## src/hdl/hash_message_padder_macros.svh

```systemverilog
// Assertion macros for the message padder.
`ifndef HASH_MESSAGE_PADDER_MACROS_SVH
`define HASH_MESSAGE_PADDER_MACROS_SVH

// Same-cycle implication, sampled on clk, off during reset.
`define HMP_ASSERT_NOW(label, ante, cons) \
	label: assert property (@(posedge clk) disable iff (!arst_n) (ante) |-> (cons)) \
		else $error("hash_message_padder: same-cycle check failed");

// Next-cycle implication, sampled on clk, off during reset.
`define HMP_ASSERT_NEXT(label, ante, cons) \
	label: assert property (@(posedge clk) disable iff (!arst_n) (ante) |=> (cons)) \
		else $error("hash_message_padder: next-cycle check failed");

`endif

```

## src/hdl/hmp_pkg.sv

```systemverilog
`timescale 1ns / 1ps

package hmp_pkg;

	localparam int BLOCK_BYTES = 64;
	localparam int WORD_BYTES  = 8;
	localparam logic [7:0] PAD_BYTE = 8'h80;

	typedef enum logic [1:0] {
		ST_IDLE = 2'b01,
		ST_PAD  = 2'b10
	} state_t;

	typedef struct packed {
		logic accept;
		logic pad_load;
	} hmp_cmd_t;

	typedef struct packed {
		logic out_free;
		logic pad_last;
	} hmp_status_t;

endpackage

```

## src/hdl/hmp_ctrl.sv

```systemverilog
`timescale 1ns / 1ps

module hmp_ctrl (
	input  logic                clk,
	input  logic                arst_n,
	input  logic                in_valid,
	input  logic                message_end,
	output logic                in_stall,
	input  hmp_pkg::hmp_status_t status,
	output hmp_pkg::hmp_cmd_t    cmd
);

	hmp_pkg::state_t state_q;
	hmp_pkg::state_t state_d;

	always_comb begin
		in_stall     = !((state_q == hmp_pkg::ST_IDLE) && status.out_free);
		cmd.accept   = in_valid && !in_stall;
		cmd.pad_load = (state_q == hmp_pkg::ST_PAD) && status.out_free;
		state_d      = state_q;
		case (state_q)
			hmp_pkg::ST_IDLE: begin
				if (cmd.accept && message_end) begin
					state_d = hmp_pkg::ST_PAD;
				end
			end
			hmp_pkg::ST_PAD: begin
				if (cmd.pad_load && status.pad_last) begin
					state_d = hmp_pkg::ST_IDLE;
				end
			end
			default: state_d = hmp_pkg::ST_IDLE;
		endcase
	end

	always_ff @(posedge clk or negedge arst_n) begin
		if (!arst_n) begin
			state_q <= hmp_pkg::ST_IDLE;
		end else begin
			state_q <= state_d;
		end
	end

endmodule

```

## src/hdl/hmp_datapath.sv

```systemverilog
`timescale 1ns / 1ps

module hmp_datapath (
	input  logic                 clk,
	input  logic                 arst_n,
	input  logic                 length_big_endian,
	input  logic [7:0]           data_byte,
	input  logic                 has_byte,
	input  logic                 message_end,
	input  hmp_pkg::hmp_cmd_t    cmd,
	output hmp_pkg::hmp_status_t status,
	output logic                 out_valid,
	input  logic                 out_stall,
	output logic [63:0]          block_word,
	output logic                 block_done,
	output logic                 message_done
);

	logic [55:0] partial_q;
	logic [60:0] total_q;
	logic [3:0]  pad_pos_q;
	logic        first_q;
	logic        out_valid_q;
	logic [63:0] word_q;
	logic        blk_q;
	logic        msg_q;

	logic        word_done;
	logic [60:0] total_inc;
	logic [60:0] total_new;
	logic [2:0]  fill;
	logic [3:0]  last_pos;
	logic [63:0] bit_len;
	logic [63:0] len_word;
	logic [63:0] first_word;
	logic [63:0] pad_word;
	logic        byte_load;

	always_comb begin
		word_done = (total_q[2:0] == 3'd7);
		total_inc = total_q + 61'd1;
		total_new = has_byte ? total_inc : total_q;
		byte_load = cmd.accept && has_byte && word_done;
		fill      = total_q[2:0];
		last_pos  = (total_q[5:3] == 3'd7) ? 4'd15 : 4'd7;
		bit_len   = {total_q, 3'b000};
		for (int k = 0; k < hmp_pkg::WORD_BYTES; k++) begin
			len_word[8*k +: 8] = length_big_endian ? bit_len[8*k +: 8]
				: bit_len[8*(hmp_pkg::WORD_BYTES-1-k) +: 8];
		end
		first_word = {partial_q, hmp_pkg::PAD_BYTE} << {3'd7 - fill, 3'b000};
		if (first_q) begin
			pad_word = first_word;
		end else if (pad_pos_q == last_pos) begin
			pad_word = len_word;
		end else begin
			pad_word = '0;
		end
		status.out_free = !out_valid_q || !out_stall;
		status.pad_last = (pad_pos_q == last_pos);
	end

	always_ff @(posedge clk or negedge arst_n) begin
		if (!arst_n) begin
			partial_q   <= '0;
			total_q     <= '0;
			pad_pos_q   <= '0;
			first_q     <= 1'b0;
			out_valid_q <= 1'b0;
		end else begin
			if (cmd.accept) begin
				if (has_byte) begin
					partial_q <= word_done ? '0 : {partial_q[47:0], data_byte};
					total_q   <= total_inc;
				end
				if (message_end) begin
					pad_pos_q <= {1'b0, total_new[5:3]};
					first_q   <= 1'b1;
				end
			end
			if (cmd.pad_load) begin
				first_q   <= 1'b0;
				pad_pos_q <= pad_pos_q + 4'd1;
				if (status.pad_last) begin
					partial_q <= '0;
					total_q   <= '0;
				end
			end
			if (byte_load || cmd.pad_load) begin
				out_valid_q <= 1'b1;
			end else if (!out_stall) begin
				out_valid_q <= 1'b0;
			end
		end
	end

	always_ff @(posedge clk) begin
		if (byte_load) begin
			word_q <= {partial_q, data_byte};
			blk_q  <= (total_q[5:0] == 6'(hmp_pkg::BLOCK_BYTES - 1));
			msg_q  <= 1'b0;
		end else if (cmd.pad_load) begin
			word_q <= pad_word;
			blk_q  <= (pad_pos_q[2:0] == 3'd7);
			msg_q  <= status.pad_last;
		end
	end

	assign out_valid    = out_valid_q;
	assign block_word   = word_q;
	assign block_done   = blk_q;
	assign message_done = msg_q;

endmodule

```

## src/hdl/hash_message_padder.sv

```systemverilog
`timescale 1ns / 1ps
// MD5 / SHA-256 message padder.
// Input channel (in_valid, in_stall): one request per message byte with
// data_byte, has_byte and message_end; a request with has_byte low and
// message_end high closes a message without adding a byte.
// Output channel (out_valid, out_stall): 64-bit block words in stream order,
// earliest byte in bits 63:56, block_done on the eighth word of each
// 64-byte block, message_done on the last word of the padding.
// Throughput: one byte request per cycle while the receiver keeps up and no
// padding runs; each eighth byte loads a word into the output register at the
// accepting edge. On message_end 2 to 9 words leave the pad-word counter, one
// per cycle while not stalled; in_stall stays high until the last is loaded.
// An output register parts the channels: a new byte is taken while a word
// waits, as long as that word leaves in the same cycle or none waits.
// Stalling the receiver holds the output word and back-pressures the input.
// Reset clears the byte count, the partial word, the output valid and the
// length byte order (little-endian). The APB register at address 0, bit 0,
// selects big-endian length; write it only while the padder is idle.
`include "hash_message_padder_macros.svh"

module hash_message_padder (
	input  logic        clk,
	input  logic        arst_n,
	input  logic        psel,
	input  logic        penable,
	input  logic        pwrite,
	input  logic [2:0]  paddr,
	input  logic [31:0] pwdata,
	output logic [31:0] prdata,
	output logic        pready,
	input  logic        in_valid,
	output logic        in_stall,
	input  logic [7:0]  data_byte,
	input  logic        has_byte,
	input  logic        message_end,
	output logic        out_valid,
	input  logic        out_stall,
	output logic [63:0] block_word,
	output logic        block_done,
	output logic        message_done
);

	logic                 length_big_endian_q;
	hmp_pkg::hmp_cmd_t    cmd;
	hmp_pkg::hmp_status_t status;

	assign pready = 1'b1;
	assign prdata = (paddr[2] == 1'b0) ? {31'd0, length_big_endian_q} : 32'd0;

	always_ff @(posedge clk or negedge arst_n) begin
		if (!arst_n) begin
			length_big_endian_q <= 1'b0;
		end else if (psel && penable && pwrite && pready && (paddr[2] == 1'b0)) begin
			length_big_endian_q <= pwdata[0];
		end
	end

	hmp_ctrl u_ctrl (
		.clk         (clk),
		.arst_n      (arst_n),
		.in_valid    (in_valid),
		.message_end (message_end),
		.in_stall    (in_stall),
		.status      (status),
		.cmd         (cmd)
	);

	hmp_datapath u_dp (
		.clk               (clk),
		.arst_n            (arst_n),
		.length_big_endian (length_big_endian_q),
		.data_byte         (data_byte),
		.has_byte          (has_byte),
		.message_end       (message_end),
		.cmd               (cmd),
		.status            (status),
		.out_valid         (out_valid),
		.out_stall         (out_stall),
		.block_word        (block_word),
		.block_done        (block_done),
		.message_done      (message_done)
	);

endmodule

```

## config.mk

```make
export PLATFORM = sky130hd
export DESIGN_NAME = hash_message_padder
export DESIGN_NICKNAME = d
export VERILOG_FILES = /design/src/hdl/hmp_pkg.sv /design/src/hdl/hmp_ctrl.sv /design/src/hdl/hmp_datapath.sv /design/src/hdl/hash_message_padder.sv
export VERILOG_INCLUDE_DIRS = /design/src /design/src/hdl
export SDC_FILE = /design/constraint.sdc
export NUM_CORES = 1
export LEC_CHECK = 0
export BUFFER_PORTS_ARGS = -buffer_cell sky130_fd_sc_hd__buf_2
export CAP_MARGIN = 20
export CORE_MARGIN = 1.5
export CORE_UTILIZATION = 30
export CTS_CLUSTER_SIZE = 14
export DETAILED_ROUTE_END_ITERATION = 7
export HOLD_SLACK_MARGIN = 0.08
export SYNTH_ARGS = -nofsm -noshare
export SYNTH_HDL_FRONTEND = slang
export SYNTH_SLANG_ARGS = --single-unit
```

## constraint.sdc

```tcl
create_clock -name clk -period 4.8 [get_ports clk]
set_clock_uncertainty 0.05 [all_clocks]
set_input_delay 0.48 -clock clk [delete_from_list [all_inputs] [get_ports clk]]
set_output_delay 0.48 -clock clk [all_outputs]
set_load 0.05 [all_outputs]
```

After elaboration in Yosys (flattened, before gate mapping). Index checks and enable logic that the tools add are counted.

Bitwise gates (word level): 1. Order comparisons: 0. Div/mod/pow operators: 0. $mul: 0. Equal/unequal tests: 10. Add/subtract/negate cells: 3. Shifts and indexed selects: 1. Muxes and demuxes: 36. Reduce and logical (&&, ||, !) cells: 20.

Operators with widths (count): 56-bit 2-to-1 mux (5); 64-bit 2-to-1 mux (4); 61-bit 2-to-1 mux (4); 8-bit 2-to-1 mux (8); 64-bit by 6-bit left shift with 64-bit output (1); 61-bit by 1-bit adder with 61-bit output (second input constant) (1); 4-bit 2-to-1 mux (4); 1-bit logical AND (10); 3-bit == test (second input constant) (3); 1-bit 2-to-1 mux (8); 6-bit == test (second input constant) (1); 2-bit nonzero test (3); 4-bit by 1-bit adder with 4-bit output (second input constant) (1); 4-bit == test (1); 2-bit 2-to-1 mux (2); 2-bit != test (second input constant) (2); 2-bit case mux with 2 select lines (1); 2-bit AND reduction (2); 1-bit logical NOT (3); 3-bit subtractor (first input constant) (1); 2-bit by 1-bit == test with 1-bit output (second input constant) (1); 2-bit == test (second input constant) (1); 1-bit logical OR (2); 2-bit by 1-bit != test with 1-bit output (second input constant) (1); 1-bit NOT (1).

Bits in registers: 192. ROM bits: 0. Latch bits: 0. Memories kept: 0. Bits in writable memories: 0. Output and inout port bits: 101.

Logic depth before layout (Yosys ltp). Gate-level depths: netlist of the first run.

Depth after elaboration: 8. Gate-level depth with buffers: 8. Mapped depth without buffers: 7.

By module. From an unflattened synthesis of the first run, not the netlist that was laid out.

Cell total of the unflattened synthesis: 1218. Area total of the unflattened synthesis: 11446.0 um^2.

By module, submodules not included: hmp_datapath (instances 1, cells an instance 1171, area each 11039.3 um^2); hash_message_padder (instances 1, cells an instance 38, area each 301.5 um^2); hmp_ctrl (instances 1, cells an instance 9, area each 105.1 um^2).

Least setup slack after synthesis of the first run. Ideal clock, no wire load.

Path type: register to register. From: reg u_dp.out_valid_q (netlist: u_dp.out_valid). To: reg u_dp.blk_q (netlist: u_dp.block_done), enable pin. Data required time: 4.052 ns. Path slack: 1.340 ns. Path buffers: 2. Data arrival time: 2.711 ns. Cell stages (with the launch flop): 6. Path through: dfrtp_1 -> nand2_1 -> nand4_1 -> clkbuf_1 -> clkbuf_1 -> nand2_1.

Word-level cells in the longest chain between the ends: 7. Elaborated cells between the ends (all ways): 8.

Ends and longest elaborated chain: start: declaration (line hmp_datapath.sv:23) `logic out_valid_q;`; start signal: assignment (line hmp_datapath.sv:69) `out_valid_q <= 1'b0;`; start signal: assignment (line hmp_datapath.sv:90) `out_valid_q <= 1'b1;`; start signal: assignment (line hmp_datapath.sv:92) `out_valid_q <= 1'b0;`; 1-bit logical NOT * (line hmp_datapath.sv:59) `status.out_free = !out_valid_q || !out_stall;`; 1-bit logical OR * (line hmp_datapath.sv:59); 1-bit logical AND (line hmp_ctrl.sv:17) `in_stall = !((state_q == hmp_pkg::ST_IDLE) && status.out_free);`; 1-bit logical AND (line hmp_ctrl.sv:18) `cmd.accept = in_valid && !in_stall;`; 1-bit logical AND (2 in a row) (line hmp_datapath.sv:43) `byte_load = cmd.accept && has_byte && word_done;`; 2-bit nonzero test (no line) *; end signal: assignment (line hmp_datapath.sv:100) `blk_q <= (total_q[5:0] == 6'(hmp_pkg::BLOCK_BYTES - 1));`; end signal: assignment (line hmp_datapath.sv:104) `blk_q <= (pad_pos_q[2:0] == 3'd7);`; end: declaration (line hmp_datapath.sv:25) `logic blk_q;`.

Mark *: on every way between the ends. The rest lies on a longest branch, timed or not. A chain may end at the register's enable or synchronous reset.

Worst setup path after layout of the first run.
From: reg u_dp.total_q[0]. To: reg u_dp.total_q[51].

Word-level cells in the longest chain between the ends: 5.

Ends and longest elaborated chain: start: declaration (line hmp_datapath.sv:20) `logic [60:0] total_q;`; start signal: assignment (line hmp_datapath.sv:74) `total_q <= total_inc;`; 61-bit by 1-bit adder with 61-bit output * (line hmp_datapath.sv:41) `total_inc = total_q + 61'd1;`; 61-bit 2-to-1 mux * (line hmp_datapath.sv:72) `if (has_byte) begin`; 61-bit 2-to-1 mux * (line hmp_datapath.sv:71) `if (cmd.accept) begin`; 61-bit 2-to-1 mux (line hmp_datapath.sv:84) `if (status.pad_last) begin`; 61-bit 2-to-1 mux * (line hmp_datapath.sv:81) `if (cmd.pad_load) begin`.

Marked as above.

==> results of run 1 <==
-- layer usage --
metal / share of wire [%] / vias up / wire length, um / GRT usage, %
li1: - / 4549 / - / -
met1: 44 / 4908 / 16080 / 26.12
met2: 45 / 467 / 16620 / 28.99
met3: 7.5 / 63 / 2749 / 3.679
met4: 3.1 / 2 / 1150 / 7.153
met5: 0.019 / - / 7 / 0
-- where the power goes --
part,internal [W],total [W],leakage [nW],switching (W)
registers,0.00204,0.00250,2.30,0.000459
logic,0.000765,0.00208,2.49,0.00132
clock network,0.000741,0.00146,0.283,0.000723
total,0.00355,0.00604,5.07,0.00250
-- state kept, by name, indices dropped and copies added, names as in the netlist --
name                 count
u_dp.out_valid           1
u_dp.block_word         64
u_dp.block_done          1
u_dp.total_q            61
length_big_endian_q      1
u_dp.partial_q          56
u_ctrl.state_q           2
u_dp.message_done        1
u_dp.pad_pos_q           4
u_dp.first_q             1
-- layout make-up --
| class | instances | area, um^2 | share of cell area [%] |
|---|---|---|---|
| flip-flops and latches | 192 | 5130 | 40.06 |
| repair buffers | 109 | 606.8 | 4.739 |
| clock inverters | 15 | 162.7 | 1.270 |
| clock buffers | 17 | 425.4 | 3.322 |
| multi-input cells | 937 | 5789 | 45.21 |
| well taps | 511 | 639.4 | 4.993 |
| diodes | 1 | 2.502 | 0.01954 |
| inverters | 13 | 48.80 | 0.3811 |
-- how the worst max path moves through the flow --
| stage | start | end | slack (ns) | cells past startpoint |
|---|---|---|---|---|
| after global routing | u_dp.total_q[0]$_DFF_PN0_ | u_dp.total_q[31]$_DFF_PN0_ | 1.26 | 6 |
| after floorplan | u_dp.out_valid$_DFFE_PN0P_ | u_dp.block_done$_DFFE_PP_ | 1.34 | 5 |
| after global placement | u_dp.total_q[0]$_DFF_PN0_ | u_dp.total_q[31]$_DFF_PN0_ | 1.51 | 6 |
| final | u_dp.total_q[0]$_DFF_PN0_ | u_dp.total_q[51]$_DFF_PN0_ | 1.44 | 6 |
| after detailed placement | u_dp.total_q[0]$_DFF_PN0_ | u_dp.total_q[31]$_DFF_PN0_ | 1.52 | 6 |
| after CTS | u_dp.total_q[0]$_DFF_PN0_ | u_dp.total_q[51]$_DFF_PN0_ | 1.45 | 6 |
-- synthesized netlist by cell type (8+ instances only) --
| cell | number |
|---|---|
| xor2_1 | 10 |
| mux2i_1 | 55 |
| or3_1 | 19 |
| buf_1 | 10 |
| a22oi_1 | 20 |
| nand3_1 | 94 |
| inv_1 | 11 |
| nand4_1 | 26 |
| or4_1 | 20 |
| nand2_1 | 173 |
| clkbuf_1 | 63 |
| edfxtp_1 | 65 |
| o21ai_0 | 70 |
| buf_4 | 33 |
| mux2_2 | 46 |
| a32oi_1 | 15 |
| nor2_1 | 80 |
| xnor2_1 | 13 |
| buf_2 | 11 |
| dfrtp_1 | 125 |
| o31ai_1 | 19 |
| a21oi_1 | 128 |
| mux4_2 | 8 |
| nor3_1 | 10 |
-- kinds of logic after synthesis --
| logic type | Yosys count | synth area share, % |
|---|---|---|
| adders and majority gates | 4 | 0.4378 |
| and+or+nand+nor | 483 | 21.37 |
| buffers and inverters | 133 | 5.767 |
| DFF | 192 | 44.83 |
| muxes | 109 | 10.92 |
| xor gates and xnor gates | 23 | 1.762 |
| other | 2 | 0.06568 |
| AOI/OAI and AO/OA | 286 | 14.84 |
-- through the flow --
stage	setup WS [ns]	instance area (um^2)	util (%)
after global routing	1.258	12800	34.07
final	1.438	12800	34.08
after floorplan	1.340	11550	-
after detailed placement	1.525	12210	32.50
after global placement	1.511	12210	32.50
after CTS	1.450	12800	34.07
-- worst max-delay path: stages (launching register included) --
cell and delay, ns:
dfrtp_2 0.36, buf_4 0.69, nand3_1 0.20, nor4_2 0.47, nand3_1 0.67, or4_1 0.68, a21oi_1 0.15
-- cell usage in the layout, fill, tap and decap left out, types with 20 or more instances in the layout --
master,Yosys,routed
nand2_1,173,171
a21oi_1,128,128
dfrtp_1,125,122
nand3_1,94,94
buf_2,11,86
nor2_1,80,78
o21ai_0,70,70
edfxtp_1,65,65
mux2i_1,55,55
mux2_2,46,46
conb_1,2,32
nand4_1,26,26
buf_4,33,22
a22oi_1,20,20
or4_1,20,20
==> flow_metrics.tcl, run 1 <==
set metrics [dict create \
    outcome "finished clean" \
    yosysWarnings 0 \
    cts_max_path_buffers 2 \
    grt_overflow 0 \
    coreArea_um2 37580 \
    cts_sinks 192 \
    max_freq_mhz 297.4 \
    critPathRequiredTime_ns 5.12 \
    synth_top_area_cell "dfrtp_1" \
    finalMaxSlewViolations 0 \
    netlist_area_um2 11430 \
    via_count 9989 \
    maxCapViolCount 0 \
    route.detailed.drc 0 \
    ctsHoldBuffers 0 \
    cp_max_fo 67 \
    die_x_um 198.2 \
    syn_inst 1232 \
    start_util_pct 30.43 \
    antenna_found_initial 4 \
    drt_iter0_markers 847 \
    critPathKind "register to register" \
    dr.pass1.iters 8 \
    die-area_um2 39290 \
    drive_gt1_share_pct 17.54 \
    grt_usage_pct 18.87 \
    final_cell_count_no_fill 1795 \
    io_pins 153 \
    p_per_area_nw_per_um2 472.1 \
    viasPerCell 5.565 \
    synth_area_leaders "dfrtp_1, edfxtp_1, nand2_1" \
    synth-seq-cells 192 \
    cp.arrival_ns 3.69 \
    start_kind "register" \
    slew_headroom_pct 30.61 \
    cts_buffers 17 \
    rows 71 \
    ant_nets 0 \
    die_h_um 198.2 \
    postCtsSetupBuffers 0 \
    syn2layout_area_growth_pct 11.99 \
    rsz0062_at_grt "false" \
    fin_crit_ns 3.362 \
    yosysUniqueCellTypes 68 \
    power_w 0.006045 \
    async_flop_share_pct 65.63 \
    fin_setup_tns_ns 0 \
    rr_startpoint "u_dp.total_q[0]$_DFF_PN0_" \
    whs_ns 0.08543 \
    port_buffers 87 \
    grt_pass1_wl_mm 56.15 \
    synth_top_cell_area_share_pct 27.36 \
    leakage_nw 5.073 \
    clkLatencyLatePin_ns 0.46 \
    synth_edf_count 65 \
    nFillCells 3850 \
    ys_seq_area_share_pct 44.83 \
    grt_max_degree 98 \
    reg2reg_slack_ns 1.44 \
    cts_resized 0 \
    cts_tree "built" \
    tightest_slew_ns 1.038 \
    synth_flop_cell "dfrtp_1" \
    cts_root_buf "clkbuf_16" \
    hold_violations 0 \
    grt_pass1_vias 9040 \
    htreeDepth 4 \
    worst_setup_path_end_kind "register" \
    wl_per_cell_um 20.39 \
    finalSetupViolCount 0 \
    cts.clk_slew.worst_paths_ns 0.08 \
    post-place-cells 1762 \
    wl_mm 36.60 \
    r2r-end "u_dp.total_q[51]$_DFF_PN0_" \
    fin_crit_sh_pct 70.05 \
    hp-class "primary input to async pin" \
    reg2regPathDepth 6 \
    ir_worst_vdd_uv 256.5 \
    layout.nets 1326 \
    avgSynthCellArea_um2 9.280 \
    routabilityCongestion 0.9145 \
    post-dp-hpwl_mm 25.45 \
]
No activity file was read; power rests on OpenSTA's default activity.
==> run 2: changes to the inputs <==
- clock period: 4.8 -> 2.9 ns (I/O delays scaled with it)
==> flow_metrics.tcl, run 2 (synthesis gave the netlist of run 1 again) <==
set metrics [dict create \
    outcome "finished clean" \
    cts_root_buf "clkbuf_16" \
    ant_nets 0 \
    reg2reg_slack_ns 0.23 \
    cp.arrival_ns 3.00 \
    finalSetupViolCount 0 \
    crit_chain "nand2b_1 -> nor4_4 -> nand3_1 -> or4_1 -> a21oi_1" \
    largest_reg_flops 64 \
    critPathKind "register to register" \
    htreeDepth 4 \
    fin_util_pct 34.93 \
    power_w 0.01007 \
    die_x_um 198.2 \
    rows 71 \
    cp_top_family "simple AND/OR/NAND/NOR gates" \
    path_depth 5 \
    dr.pass1.iters 8 \
    crit_slowest_cell "nor4_4" \
    finalMaxSlewViolations 0 \
    crit_start "u_ctrl.state_q[0]$_DFFE_PN1P_" \
    hp-class "primary input to register" \
    p_per_area_nw_per_um2 767.2 \
    grt_pass1_vias 9330 \
    postCtsSetupBuffers 0 \
    viasPerCell 5.518 \
    grt_overflow 0 \
    cp_max_fo 11 \
    io_pins 153 \
    cts.clk_slew.worst_paths_ns 0.08 \
    slowest_delay_ns 0.65 \
    r2r-end "u_dp.total_q[54]$_DFF_PN0_" \
    ir_worst_vdd_uv 437.9 \
    fin_crit_ns 2.673 \
    grt_pass1_wl_mm 57.16 \
    rsz0062_at_grt "false" \
    die_h_um 198.2 \
    grt_usage_pct 19.26 \
    fin_setup_tns_ns 0 \
    antenna_found_initial 5 \
    start_util_pct 30.43 \
    grt_max_degree 68 \
    wl_mm 37.69 \
    leakage_nw 5.226 \
    fin_crit_sh_pct 92.18 \
    syn2layout_area_growth_pct 14.82 \
    critPathRequiredTime_ns 3.22 \
    tightest_slew_ns 1.050 \
    cts_sinks 192 \
    post-dp-hpwl_mm 26.05 \
    crit_end "u_dp.total_q[54]$_DFF_PN0_" \
    ctsHoldBuffers 8 \
    rr_startpoint "u_ctrl.state_q[0]$_DFFE_PN1P_" \
    path_buf_inv 0 \
    route.detailed.drc 0 \
    maxCapViolCount 0 \
    start_kind "register" \
    slew_headroom_pct 29.74 \
    hold_violations 0 \
    cts_max_path_buffers 2 \
    final_cell_mix "nand2_1, a21oi_1, dfrtp_1" \
    layout.nets 1356 \
    clkLatencyLatePin_ns 0.45 \
    wl_per_cell_um 20.64 \
    port_buffers 87 \
    via_count 10080 \
    final_common_cell "nand2_1" \
    max_freq_mhz 374.1 \
    coreArea_um2 37580 \
    cts_buffers 17 \
    cts_resized 0 \
    drt_iter0_markers 984 \
    drive_gt1_share_pct 18.66 \
    worst_setup_path_end_kind "register" \
    die-area_um2 39290 \
    routabilityCongestion 0.9156 \
    cts_tree "built" \
    reg2regPathDepth 5 \
]
run 2: cell count changes in the layout (fill, tap and decap cells not counted), sizes merged:
cell	change
dlygate4sd3	+8
clkinv	+3
buf	+22
clkinvlp	+1
inv	-4
diode	+1
run 2: per-layer routing:
layer / GRT usage [%] / part of all wire, % / vias to the layer above
met5: 0 / 0.11 / -
met1: 26.08 / 43 / 4903
met4: 7.634 / 3.3 / 6
li1: - / - / 4609
met3: 4.394 / 8.3 / 66
met2: 29.67 / 46 / 491
run 2: worst min-delay path, stage by stage:
cell and delay (ns):
buf_2 0.13, nand3_1 0.08, a21oi_1 0.06
run 2: cell type report:
cell class / count / area [um^2]
Antenna cell: 2 / 5.005
Clock buffer: 17 / 425.4
Clock inverter: 15 / 137.6
Fill cell: 3804 / 24450
Inverter: 13 / 48.80
Multi-Input combinational cell: 937 / 5789
Sequential cell: 192 / 5130
Tap cell: 511 / 639.4
Timing Repair Buffer: 139 / 952.2
run 2: power by group:
group	leakage [nW]	switching, W	internal, W
registers	2.30	0.000791	0.00338
logic	2.66	0.00224	0.00134
clock network	0.263	0.00113	0.00119
total	5.23	0.00416	0.00591
run 2: stage by stage:
| stage | cell area (um^2) | worst slack, ns | std cells | hold WS (ns) |
|---|---|---|---|---|
| floorplan | 11550 | 0.08265 | 1262 | -0.05559 |
| global placement | 12480 | 0.2562 | 1784 | 0.2495 |
| detailed placement | 12480 | 0.2451 | 1784 | 0.2490 |
| CTS | 13120 | 0.2311 | 1824 | 0.08545 |
| global route | 13120 | 0.05700 | 1824 | 0.1005 |
| finish | 13130 | 0.2267 | 1826 | 0.09420 |
run 2: worst min-delay path by stage:
stage                                                 end  slack, ns         start  cells past startpoint
after floorplan           length_big_endian_q$_DFFE_PN0P_      -0.06        arst_n                      0
after global placement          u_dp.total_q[4]$_DFF_PN0_       0.25        arst_n                      1
after detailed placement    u_dp.pad_pos_q[3]$_DFFE_PN0P_       0.25        arst_n                      1
after CTS                     u_dp.partial_q[7]$_DFF_PN0_       0.09  data_byte[7]                      3
after global routing          u_dp.partial_q[7]$_DFF_PN0_       0.10  data_byte[7]                      3
final                         u_dp.partial_q[7]$_DFF_PN0_       0.09  data_byte[7]                      3
==> run 3: changes to the inputs <==
- clock period: 2.9 -> 3.2 ns (I/O delays scaled with it)
==> flow_metrics.tcl, run 3 (synthesis gave the netlist of run 1 again) <==
set metrics [dict create \
    die_h_um 198.2 \
    cts_max_path_buffers 2 \
    internal_power_w 0.005488 \
    fin_setup_tns_ns 0 \
    critPathRequiredTime_ns 3.51 \
    layout.nets 1336 \
    maxCapViolCount 0 \
    rows 71 \
    finalSetupViolCount 0 \
    place_area_um2 12360 \
    cts_root_buf "clkbuf_16" \
    swShare_pct 40.30 \
    viasPerCell 5.544 \
    cts.clk_slew.worst_paths_ns 0.07 \
    holdPathEnd "u_dp.partial_q[0]$_DFF_PN0_" \
    largest_reg_flops 64 \
    p_per_area_nw_per_um2 708.2 \
    start_kind "register" \
    r2r-end "u_dp.total_q[48]$_DFF_PN0_" \
    drt_iter0_markers 1073 \
    final_cell_mix "nand2_1, a21oi_1, dfrtp_1" \
    ir_worst_vdd_uv 494.4 \
    post-dp-hpwl_mm 25.43 \
    grt_pass1_wl_mm 56.01 \
    via_count 10010 \
    fin_area_um2 12980 \
    fin_crit_sh_pct 86.37 \
    antenna_found_initial 3 \
    clkLatencyLatePin_ns 0.45 \
    tightest_slew_ns 0.9514 \
    io_pins 153 \
    drive_gt1_share_pct 17.87 \
    reg2regPathDepth 6 \
    die-area_um2 39290 \
    grt_max_degree 89 \
    dr.pass1.iters 6 \
    switchingPower_w 0.003705 \
    outcome "finished clean" \
    start_util_pct 30.43 \
    max_freq_mhz 361.8 \
    postCtsSetupBuffers 0 \
    rsz0062_at_grt "false" \
    route.detailed.drc 0 \
    cts_buffers 17 \
    cp_max_fo 42 \
    syn2layout_area_growth_pct 13.54 \
    die_x_um 198.2 \
    cts_resized 0 \
    grt_pass1_vias 9103 \
    clkPwrFrac_pct 24.1 \
    hold_violations 0 \
    ant_nets 0 \
    p_seq_share_pct 41.1 \
    finalMaxSlewViolations 0 \
    rr_startpoint "u_dp.total_q[2]$_DFF_PN0_" \
    wl_per_cell_um 20.65 \
    cts_sinks 192 \
    holdCritStartpoint "data_byte[0]" \
    wl_mm 37.27 \
    hold_depth 3 \
    grt_usage_pct 18.96 \
    fin_crit_ns 2.764 \
    critPathKind "register to register" \
    comb_power_share_pct 34.8 \
    grt_overflow 0 \
    routabilityCongestion 0.9383 \
    worst_setup_path_end_kind "register" \
    reg2reg_slack_ns 0.44 \
    port_buffers 87 \
    cp.arrival_ns 3.08 \
    coreArea_um2 37580 \
    final_common_cell "nand2_1" \
    slew_headroom_pct 36.34 \
    cts_tree "built" \
    htreeDepth 4 \
    leakage_nw 5.139 \
    hp-class "primary input to register" \
]
-- run 3: cell types whose count changed in the layout (fill, tap and decap cells not counted), sizes merged, moves of 2 or more --
cell         delta
dlygate4sd3     -6
clkbuf          +2
inv             -2
clkinv          -3
bufinv          +2
buf            -14
-- run 3: worst max path at each step --
stage,start,depth (start not counted),to,slack (ns)
floorplan,u_dp.out_valid$_DFFE_PN0P_,5,u_dp.block_done$_DFFE_PP_,0.38
global placement,u_dp.total_q[2]$_DFF_PN0_,6,u_dp.total_q[54]$_DFF_PN0_,0.58
detailed placement,u_dp.total_q[2]$_DFF_PN0_,6,u_dp.total_q[46]$_DFF_PN0_,0.54
CTS,u_dp.total_q[2]$_DFF_PN0_,6,u_dp.total_q[48]$_DFF_PN0_,0.51
global route,u_dp.total_q[2]$_DFF_PN0_,6,u_dp.total_q[54]$_DFF_PN0_,0.29
finish,u_dp.total_q[2]$_DFF_PN0_,6,u_dp.total_q[48]$_DFF_PN0_,0.44
-- run 3: area by class of cell --
cell class                 count  area [um^2]
tap                          511        639.4
inverter                      13        48.80
clock buffer                  19        432.9
sequential                   192         5130
timing repair buffer         119        774.5
antenna                        1        2.502
fill                        3806        24600
multi-input combinational    937         5789
clock inverter                13        163.9
-- run 3: stage by stage --
stage	hold WS, ns	setup slack (ns)	std cells	utilization (%)	total power [W]
global route	0.1061	0.2854	1804	34.54	0.009643
detailed placement	0.4424	0.5389	1770	32.90	0.006953
CTS	0.1009	0.5073	1804	34.54	0.009161
floorplan	-0.02559	0.3827	1262	-	0.005921
global placement	0.4351	0.5844	1770	32.90	0.006877
finish	0.1076	0.4360	1805	34.55	0.009193
-- run 3: layer usage --
metal / track usage, % / part of all wire [%] / up-vias
li1: - / - / 4576
met1: 26.48 / 44 / 4894
met2: 29.11 / 45 / 480
met3: 3.424 / 7.9 / 53
met4: 7.068 / 2.9 / 4
met5: 0 / 0.062 / -
-- run 3: power by group through the flow --
| stage | logic (W) | clock network, W | registers [W] |
|---|---|---|---|
| final | 0.00320 | 0.00221 | 0.00378 |
| after floorplan | 0.00225 | 0 | 0.00367 |
| after global routing | 0.00348 | 0.00235 | 0.00382 |
| after CTS | 0.00318 | 0.00225 | 0.00374 |
| after global placement | 0.00311 | 0 | 0.00377 |
| after detailed placement | 0.00316 | 0 | 0.00379 |
-- run 3: critical path: stages, from the launching register on --
cell,delay (ns)
dfrtp_1,0.36
buf_4,0.44
nand2_1,0.17
nor4_4,0.50
nand3_1,0.41
or4_1,0.59
a21oi_1,0.16
-- run 3: repair_timing --
item / CTS / global route
hold endpoints to repair: 87 / 0
hold buffers: 2 / 0
endpoints found under the setup margin: 0 / 0
